**config.mk**
```make
export PLATFORM = sky130hd
export DESIGN_NAME = lzd_bits
export DESIGN_NICKNAME = d
export VERILOG_FILES = /design/src/sv/lzd_pkg.sv /design/src/sv/lzd_bits.sv
export SDC_FILE = /design/constraint.sdc
export NUM_CORES = 1
export LEC_CHECK = 0
export BUFFER_PORTS_ARGS = -buffer_cell sky130_fd_sc_hd__buf_4
export CAP_MARGIN = 25
export CORE_UTILIZATION = 42
export CTS_BUF_LIST = sky130_fd_sc_hd__clkbuf_16
export DETAILED_ROUTE_END_ITERATION = 6
export GPL_TIMING_DRIVEN = 0
export PLACE_DENSITY = 0.7
export REMOVE_ABC_BUFFERS = 1
export SKIP_CTS_REPAIR_TIMING = 1
export SYNTH_ARGS = -nofsm -noshare
export SYNTH_HDL_FRONTEND = slang
export SYNTH_SLANG_ARGS = --single-unit
```
**constraint.sdc**
```tcl
create_clock -name clk -period 1.1 [get_ports clk]
set_clock_uncertainty 0.15 [all_clocks]
set_input_delay 0.055 -clock clk [delete_from_list [all_inputs] [get_ports clk]]
set_output_delay 0.055 -clock clk [all_outputs]
set_load 0.05 [all_outputs]
```
**src/sv/lzd_pkg.sv**
```systemverilog
`timescale 1ns / 1ps
`default_nettype none

package lzd_pkg;

	localparam int DEF_DICT_SIZE   = 8192;
	localparam int DEF_OFFSET_BITS = 13;
	localparam int DEF_LENGTH_BITS = 4;
	localparam int DEF_MIN_MATCH   = 3;

	localparam int BYTE_BITS       = 8;
	// Flag bit plus one literal byte.
	localparam int LIT_TOKEN_BITS  = 9;

	typedef struct packed {
		logic load;
		logic step;
	} bits_ctl_t;

	typedef struct packed {
		logic                 clear;
		logic                 wr_en;
		logic                 rd_en;
		logic [BYTE_BITS-1:0] wr_data;
	} hist_ctl_t;

endpackage

`default_nettype wire

```
**src/sv/lzd_bits.sv**
```systemverilog
`timescale 1ns / 1ps
`default_nettype none

module lzd_bits (
	input  wire logic                          clk,
	input  wire logic                          arst_n,
	input  wire lzd_pkg::bits_ctl_t            ctl,
	input  wire logic [lzd_pkg::BYTE_BITS-1:0] load_byte,
	output logic                               cur_bit,
	output logic [$clog2(lzd_pkg::BYTE_BITS+1)-1:0] bits_left
);

	localparam int LW = $clog2(lzd_pkg::BYTE_BITS + 1);

	logic [lzd_pkg::BYTE_BITS-1:0] shreg_q;
	logic [LW-1:0]                 left_q;

	always_ff @(posedge clk or negedge arst_n) begin
		if (!arst_n) begin
			left_q <= '0;
		end else if (ctl.load) begin
			left_q <= LW'(lzd_pkg::BYTE_BITS);
		end else if (ctl.step) begin
			left_q <= left_q - LW'(1);
		end
	end

	// Bits leave most significant first.
	always_ff @(posedge clk) begin
		if (ctl.load) begin
			shreg_q <= load_byte;
		end else if (ctl.step) begin
			shreg_q <= {shreg_q[lzd_pkg::BYTE_BITS-2:0], 1'b0};
		end
	end

	assign cur_bit   = shreg_q[lzd_pkg::BYTE_BITS-1];
	assign bits_left = left_q;

endmodule

`default_nettype wire

```
== Word level (Yosys, flattened, before mapping) ==
Index checks and enable logic that the tools add are counted.

* Add/sub/neg operators: 1
* $mul: 0
* Divide/modulo/power cells: 0
* Magnitude comparators: 0
* Eq/ne operators: 0
* Shift operators: 0
* Mux-type cells: 4
* Bitwise operators: 0
* Reductions and logical operators: 1

{| class="wikitable"
|+ Operators by type and width
! kind !! number
|-
| 8-bit 2-to-1 mux || 2
|-
| 4-bit 2-to-1 mux || 2
|-
| 4-bit by 1-bit subtractor with 4-bit output (second input constant) || 1
|-
| 2-bit nonzero test || 1
|}

* Bits in registers: 12
* Bits in latches: 0
* Bits in writable memories: 0
* Memory bits (read-only): 0
* Input bits: 12
* Output and inout bits: 5
* Logic and storage cells: 8
* Memories kept: 0

== Depth between registers and ports, before layout ==
Gate-level depths: netlist of the first run.

* Depth after elaboration: 3
* Depth in mapped cells: 4
* Mapped depth without buffers: 4

== Least setup slack after synthesis of the first run ==
No wires, ideal clock.

* Kind: register to register
* Start point: reg left_q[0], in the netlist bits_left[0]
* End point: reg left_q[2], in the netlist bits_left[2]
* Library setup time: 0.077 ns
* Arrival time: 1.278 ns
* Required time: 0.873 ns
* Setup slack: -0.405 ns
* Cell stages (with the launch flop): 5
* Buffers on the path: 0
* Period minus slack after synthesis: 1.505 ns
* Cell sequence: dfrtp_1 inv_1 ha_1 a21bo_2 a21oi_1

* Cells in the longest elaborated chain, start to end: 3

{| class="wikitable"
|+ RTL lines
! item !! RTL line !! RTL
|-
| from (decl) || lzd_bits.sv:16 || <nowiki>logic [LW-1:0] left_q;</nowiki>
|-
| from (signal assigned) || lzd_bits.sv:22 || <nowiki>left_q <= LW'(lzd_pkg::BYTE_BITS);</nowiki>
|-
| from (signal assigned) || lzd_bits.sv:24 || <nowiki>left_q <= left_q - LW'(1);</nowiki>
|-
| 4-bit by 1-bit subtractor with 4-bit output || lzd_bits.sv:24 ||
|-
| 4-bit 2-to-1 mux || lzd_bits.sv:23 || <nowiki>end else if (ctl.step) begin</nowiki>
|-
| 4-bit 2-to-1 mux || lzd_bits.sv:21 || <nowiki>end else if (ctl.load) begin</nowiki>
|}

Every way passes these cells. The select of a mux whose other input is x is not followed.
A chain may end at the register's enable or synchronous reset.

== Final worst setup path of the first run ==
* Start point: reg left_q[1], in the netlist bits_left[1]
* End point: reg left_q[2], in the netlist bits_left[2]

The elaborated chain is that of the path after synthesis.

==> impl_results.md, run 1 <==
- Worst hold slack: -0.0300 ns
- M1 WL: 502 um
- Post-synth top area share: 43.4%
- Max-capacitance violation count: 0
- WL/cell: 15.1 um
- Pwr dens: around 1800 mW/mm^2
- Synth Instances: 36
- Final non-filler cell total: 75
- Reg2reg start: bits_left[1]
- Filler cell count: 82
- Final Critical Period: 1.19 ns
- Core Region: 0.00117 sq mm
- Via/cell ratio: slightly below 5
- Tot GR Track Use: about 18%
- Via count: 367
- Violated checks: hold timing, setup timing
- Syn avg cell area: 15.4 sq um
- Hold depth: 2
- Finished Cell Area: 856 sq um
- Chip height: roughly 38 um
- Number of global-route vias before repair: 400
- Routed wire length on met2: 586 um
- Worst setup EP type: flip-flop
- I/O pins: 17
- Post-DP HPWL: 698 um
- Routability cong.: 0.735
- Synth area leaders: edfxtp_1 43%, dfrtp_1 18%, mux2_2 14%
- Die width: 38.3 um
- Endpoints failing setup: 5
- DP Area: 679 sq um
- Hold Path Class: input port to flip-flop
- WP data required: 1.12 ns
- Root Driver: clkbuf_16
- RSZ-0062 raised after global routing: yes
- Rel. slew slack: 85.7%
- Diode count: 0
- Largest net degree at the start of global routing: 15
- Reg2reg path depth: 4
- WHS Endpoint: shreg_q[5]
- Ys Warns: 0
- Critical path arrival: 1.21 ns
- Seq/Total Area, Yosys: just over 60%
- Clock Latency Late Sink: 0.24 ns
- Crit path kind: flip-flop to flip-flop
- Tightest Pin Transition: 0.214 ns
- Leakage power: 0.356 nW
- Placed Cells: 65
- Layout area overhead: 54.8%
- Synth Register Bits: 12
- # port buffers: 16
- Initial core utilization: 47.2%
- Final worst slack: -0.0916 ns
- Critical-path maximum fanout: 4
- Yosys top cell by area: edfxtp_1
- Highest Signal Layer: met3
- Sequential cell area: 343 sq um
- Hold_sp: load_byte[5]
- DR DRC count: 0
- Hold Vio Cnt, Final: 7
- Rows: 12
- Crit start category: flip-flop
- Worst Setup Slack post-DPL: -0.180 ns
- Yosys cell types: 17
- Initial DRC count: 5
- Share of cells above drive strength 1: 62.3%
- Post-layout util: 73.1%
- Multi-input logic area: 223 sq um
- Antenna Nets Post-Route: 0
- H-tree levels: 1
- Initial antenna violation count: 0
- Peak supply drop: 1.10 mV
- RR Endpoint: bits_left[2]
- Outcome: complete, but fails checks
- CTS tree: built
- CTS Buffer Depth: 2
- Post-Syn Area: 553 sq um
- FF-to-FF setup slack: -0.09 ns
- Num Clock Sinks: 12
- Worst-path clk slew: 0.04 ns
- Number of max-slew violations in the final report: 0
- First-pass GRT wire length: 1760 um
- CTS buffer count: 3
- Nets@finish: 75
- Overflow left after global routing: 0
- Crit share post-route: 108%
- Top achievable clock speed: 0.839 GHz
- Routed WL: 1130 um
- Metal3 WL: 43 um
- Die Area: 0.00147 sq mm
- DRT Pass-1 Iters: 2
==> cell families after synthesis <==
kind of cell,count (synthesis),share of synthesized area (%)
compound gates,3,4.07
xor+xnor,1,1.58
fa+ha+maj,1,2.26
buf+inv,3,3.39
flops,12,61.5
mux,8,16.1
simple gates,8,11.1
==> worst max-delay path, stage by stage, from the launching register on <==
cell     delay [ns]
dfrtp_2        0.42
inv_2          0.07
ha_4           0.16
a21bo_2        0.19
a21oi_2        0.13
==> registers in the layout, indices dropped and copies added, names as in the netlist <==
signal and count:
shreg_q 8, bits_left 4
==> worst max-delay path by stage <==
stage,endpoint,cells past startpoint,from
3_5_place_dp,bits_left[2],4,bits_left[0]
2_1_floorplan,bits_left[2],4,bits_left[0]
6_report,bits_left[2],4,bits_left[1]
5_1_grt,bits_left[3],3,bits_left[0]
4_1_cts,bits_left[1],3,bits_left[0]
3_3_place_gp,bits_left[2],4,bits_left[0]
==> synthesized netlist by cell type <==
master	count
a211oi_1	1
a21bo_2	1
a21oi_1	1
and2_1	1
buf_6	1
dfrtp_1	4
edfxtp_1	8
ha_1	1
inv_1	2
mux2_2	7
mux2i_1	1
nand3b_1	1
nor2_1	3
nor2b_1	1
nor4b_4	1
or2_2	1
xnor2_1	1
==> layout make-up <==
| class | instances | share of cell area [%] |
|---|---|---|
| clock buffers | 3 | 8.77 |
| clock inverters | 1 | 0.439 |
| inverters | 2 | 0.877 |
| multi-input cells | 21 | 26.0 |
| flip-flops and latches | 12 | 40.1 |
| well taps | 14 | 2.05 |
| repair buffers | 22 | 21.8 |
==> metrics by stage <==
step           setup TNS [ns]  power, mW
2_1_floorplan           -1.11      0.718
3_3_place_gp           -0.211      0.798
3_5_place_dp           -0.371      0.813
4_1_cts                -0.497       1.48
5_1_grt                -0.416       1.58
6_report               -0.280       1.53
==> metal layers <==
layer	track usage, %	up-vias
met2	30.9	9
li1	-	179
met5	0	-
met1	21.6	179
met4	10.7	0
met3	3.49	0
==> power by group <==
group	leakage, nW	switching (mW)	internal (mW)
combinational	0.189	0.154	0.147
clock	0.0385	0.183	0.478
sequential	0.128	0.0268	0.540
==> cell usage in the layout (no fill, tap or decap), types with 2 or more instances in the layout <==
| cell | instances |
|---|---|
| buf_4 | 15 |
| edfxtp_1 | 8 |
| mux2_2 | 7 |
| dlygate4sd3_1 | 4 |
| nor2_1 | 3 |
| clkbuf_16 | 3 |
| buf_6 | 3 |
| dfrtp_2 | 2 |
| dfrtp_1 | 2 |
(Power assumes the default switching activity.)
==> run 2: changes to the inputs <==
--- a/config.mk
+++ b/config.mk
@@ -13,7 +13,6 @@
 export GPL_TIMING_DRIVEN = 0
 export PLACE_DENSITY = 0.7
 export REMOVE_ABC_BUFFERS = 1
-export SKIP_CTS_REPAIR_TIMING = 1
 export SYNTH_ARGS = -nofsm -noshare
 export SYNTH_HDL_FRONTEND = slang
 export SYNTH_SLANG_ARGS = --single-unit
==> run 2 against run 1 <==
The run still ends with hold timing, setup timing left. First-iteration DRC count is the same. Largest power group unchanged. Core utilization grew 0.32 points. Maximum frequency shrank 0.63%. Critical path depth down 1. Largest cell class unchanged. Die area unchanged. Sequential cell count did not move. Cell count unchanged. Sequential share of layout area down 0.17 points. Worst setup slack worse by 0.0076 ns. Sequential power about the same.
==> impl_results.md, run 2 (same netlist as run 1, synthesis figures left out) <==
- Peak supply drop: 1.16 mV (+5.0%)
- Die width: 38.3 um (unchanged)
- Nets@finish: 75 (unchanged)
- WP data required: 1.11 ns (about the same)
- CTS tree: built
- Outcome: complete, but fails checks
- H-tree levels: 1 (unchanged)
- Violated checks: hold timing, setup timing
- Worst hold slack: -0.0313 ns (-0.00122 ns)
- Final worst slack: -0.0992 ns (-0.00758 ns)
- Crit start category: flip-flop
- Core Region: 0.00117 sq mm (unchanged)
- Filler cell count: 83 (+1.2%)
- Post-DP HPWL: 698 um (unchanged)
- Most common cell after layout, fill and taps aside: buf_4
- Tot GR Track Use: 21.0% (+2.6 points)
- Die Area: 0.00147 sq mm (unchanged)
- Via/cell ratio: 4.91 (+0.27%)
- First-pass GRT wire length: 1990 um (+13%)
- Biggest register: shreg_q
- Slowest CP cell: dfrtp_2
- Critical path cell sequence: buf_12 > nor4b_4 > mux2i_1
- CTS Hold Bufs: 5
- Number of global-route vias before repair: 432 (+8.0%)
- Rel. slew slack: 85.7% (about the same)
- Finished Cell Area: 860 sq um (+0.44%)
- Final non-filler cell total: 75 (unchanged)
- WL/cell: 15.6 um (+3.2%)
- Pwr dens: 1780 mW/mm^2 (-0.12%)
- Crit share post-route: 109% (+0.69 points)
- Num Clock Sinks: 12 (unchanged)
- Initial antenna violation count: 0 (unchanged)
- Routed WL: 1170 um (+3.2%)
- Largest net degree at the start of global routing: 13 (-2)
- RSZ-0062 raised after global routing: yes
- Chip height: 38.3 um (unchanged)
- Diode count: 0 (unchanged)
- CTS Buffer Depth: 2 (unchanged)
- CTS buffer count: 3 (unchanged)
- Overflow left after global routing: 0 (unchanged)
- Worst-path clk slew: 0.04 ns (about the same)
- Routability cong.: 0.735 (unchanged)
- # port buffers: 16 (unchanged)
- I/O pins: 17 (unchanged)
- Rows: 12 (unchanged)
- Top achievable clock speed: 0.834 GHz (-0.63%)
- Root Driver: clkbuf_16
- Clock Latency Late Sink: 0.24 ns (about the same)
- Share of cells above drive strength 1: 59.0% (-3.3 points)
- Max-capacitance violation count: 0 (unchanged)
- Hold Path Class: input port to flip-flop
- Leakage power: 0.353 nW (-0.93%)
- Most frequent cells in the layout: 14 x buf_4, 8 x edfxtp_1, 7 x mux2_2, 5 x dlygate4sd3_1
- Crit path kind: flip-flop to flip-flop
- Number of max-slew violations in the final report: 0 (unchanged)
- Slowest stage delay, CP: 0.41 ns (about the same)
- Initial DRC count: 5 (unchanged)
- Critical path arrival: 1.21 ns (about the same)
- Antenna Nets Post-Route: 0 (unchanged)
- Layout area overhead: 55.4%
- Critical-path maximum fanout: 3 (-1)
- Hold Vio Cnt, Final: 7 (unchanged)
- Max reg flops: 8 (unchanged)
- Final Critical Period: 1.20 ns (+0.00758 ns)
- DRT Pass-1 Iters: 3 (+1)
- Initial core utilization: 47.2% (unchanged)
- Via count: 368 (+0.27%)
- Placed Cells: 65 (unchanged)
- Worst setup EP type: flip-flop
- DR DRC count: 0 (unchanged)
- DP Area: 679 sq um (unchanged)
- Tightest Pin Transition: 0.214 ns (-0.0000615 ns)
- Endpoints failing setup: 4 (-1)
==> run 2: changes by cell type in the layout (fill, tap and decap cells not counted), sizes merged <==
cell	delta
buf	-1
dlygate4sd3	+1
==> run 2: final timing paths <==
| check | cells past startpoint | slack (ns) | start | endpoint |
|---|---|---|---|---|
| min in group asynchronous | 2 | 0.02 | arst_n | bits_left[3] |
| worst max register to register | 3 | -0.1 | bits_left[0] | bits_left[3] |
| worst min register to register | 1 | 0.40 | shreg_q[4] | shreg_q[5] |
| max in group asynchronous | 2 | 0.66 | arst_n | bits_left[0] |
| worst max-delay path | 3 | -0.1 | bits_left[0] | bits_left[3] |
| worst min-delay path | 2 | -0.03 | load_byte[5] | shreg_q[5] |
==> run 2: routing by layer <==
metal	up-vias	wire (um)	global-route usage (%)
met5	-	0	0
li1	178	-	-
met3	0	48	3.49
met1	181	505	27.0
met2	9	613	33.9
met4	0	0	10.7
==> run 2: power by group <==
part           switching (mW)  internal [mW]  leakage [nW]  total [mW]
Clock                   0.186          0.478        0.0385       0.664
Sequential             0.0282          0.540         0.128       0.569
Combinational           0.153          0.148         0.186       0.301
==> run 2: metrics by stage <==
step	worst slack (ns)	total power, mW	setup TNS (ns)	util (%)
final	-0.0992	1.53	-0.338	73.4
after global routing	-0.151	1.58	-0.451	73.4
after CTS	-0.101	1.53	-0.315	72.8
after detailed placement	-0.180	0.813	-0.371	58.0
after global placement	-0.106	0.798	-0.211	58.0
after floorplan	-0.405	0.718	-1.11	-
==> run 2: what timing repair did <==
item / in CTS / in global routing
resized for setup: 7 / 2
endpoints found under the hold margin: 15 / 7
setup buffers: 1 / 0
setup endpoints to repair: 5 / 7
pin swaps: 1 / 0
==> run 2: critical path, delay by kind of cell, from the launching register on <==
kind	cells	cell delay [ns]
buffers and inverters	1	0.13
flip-flops	1	0.41
multiplexers	1	0.20
AND/OR/NAND/NOR	1	0.22
==> run 2: cell type report <==
cell class	instances	area (sq um)	area share, %
multi-input combinational	21	215	25.0
clock buffer	3	75.1	8.73
tap	14	17.5	2.04
inverter	2	7.51	0.873
timing repair buffer	22	198	23.0
clock inverter	1	3.75	0.437
sequential	12	343	39.9
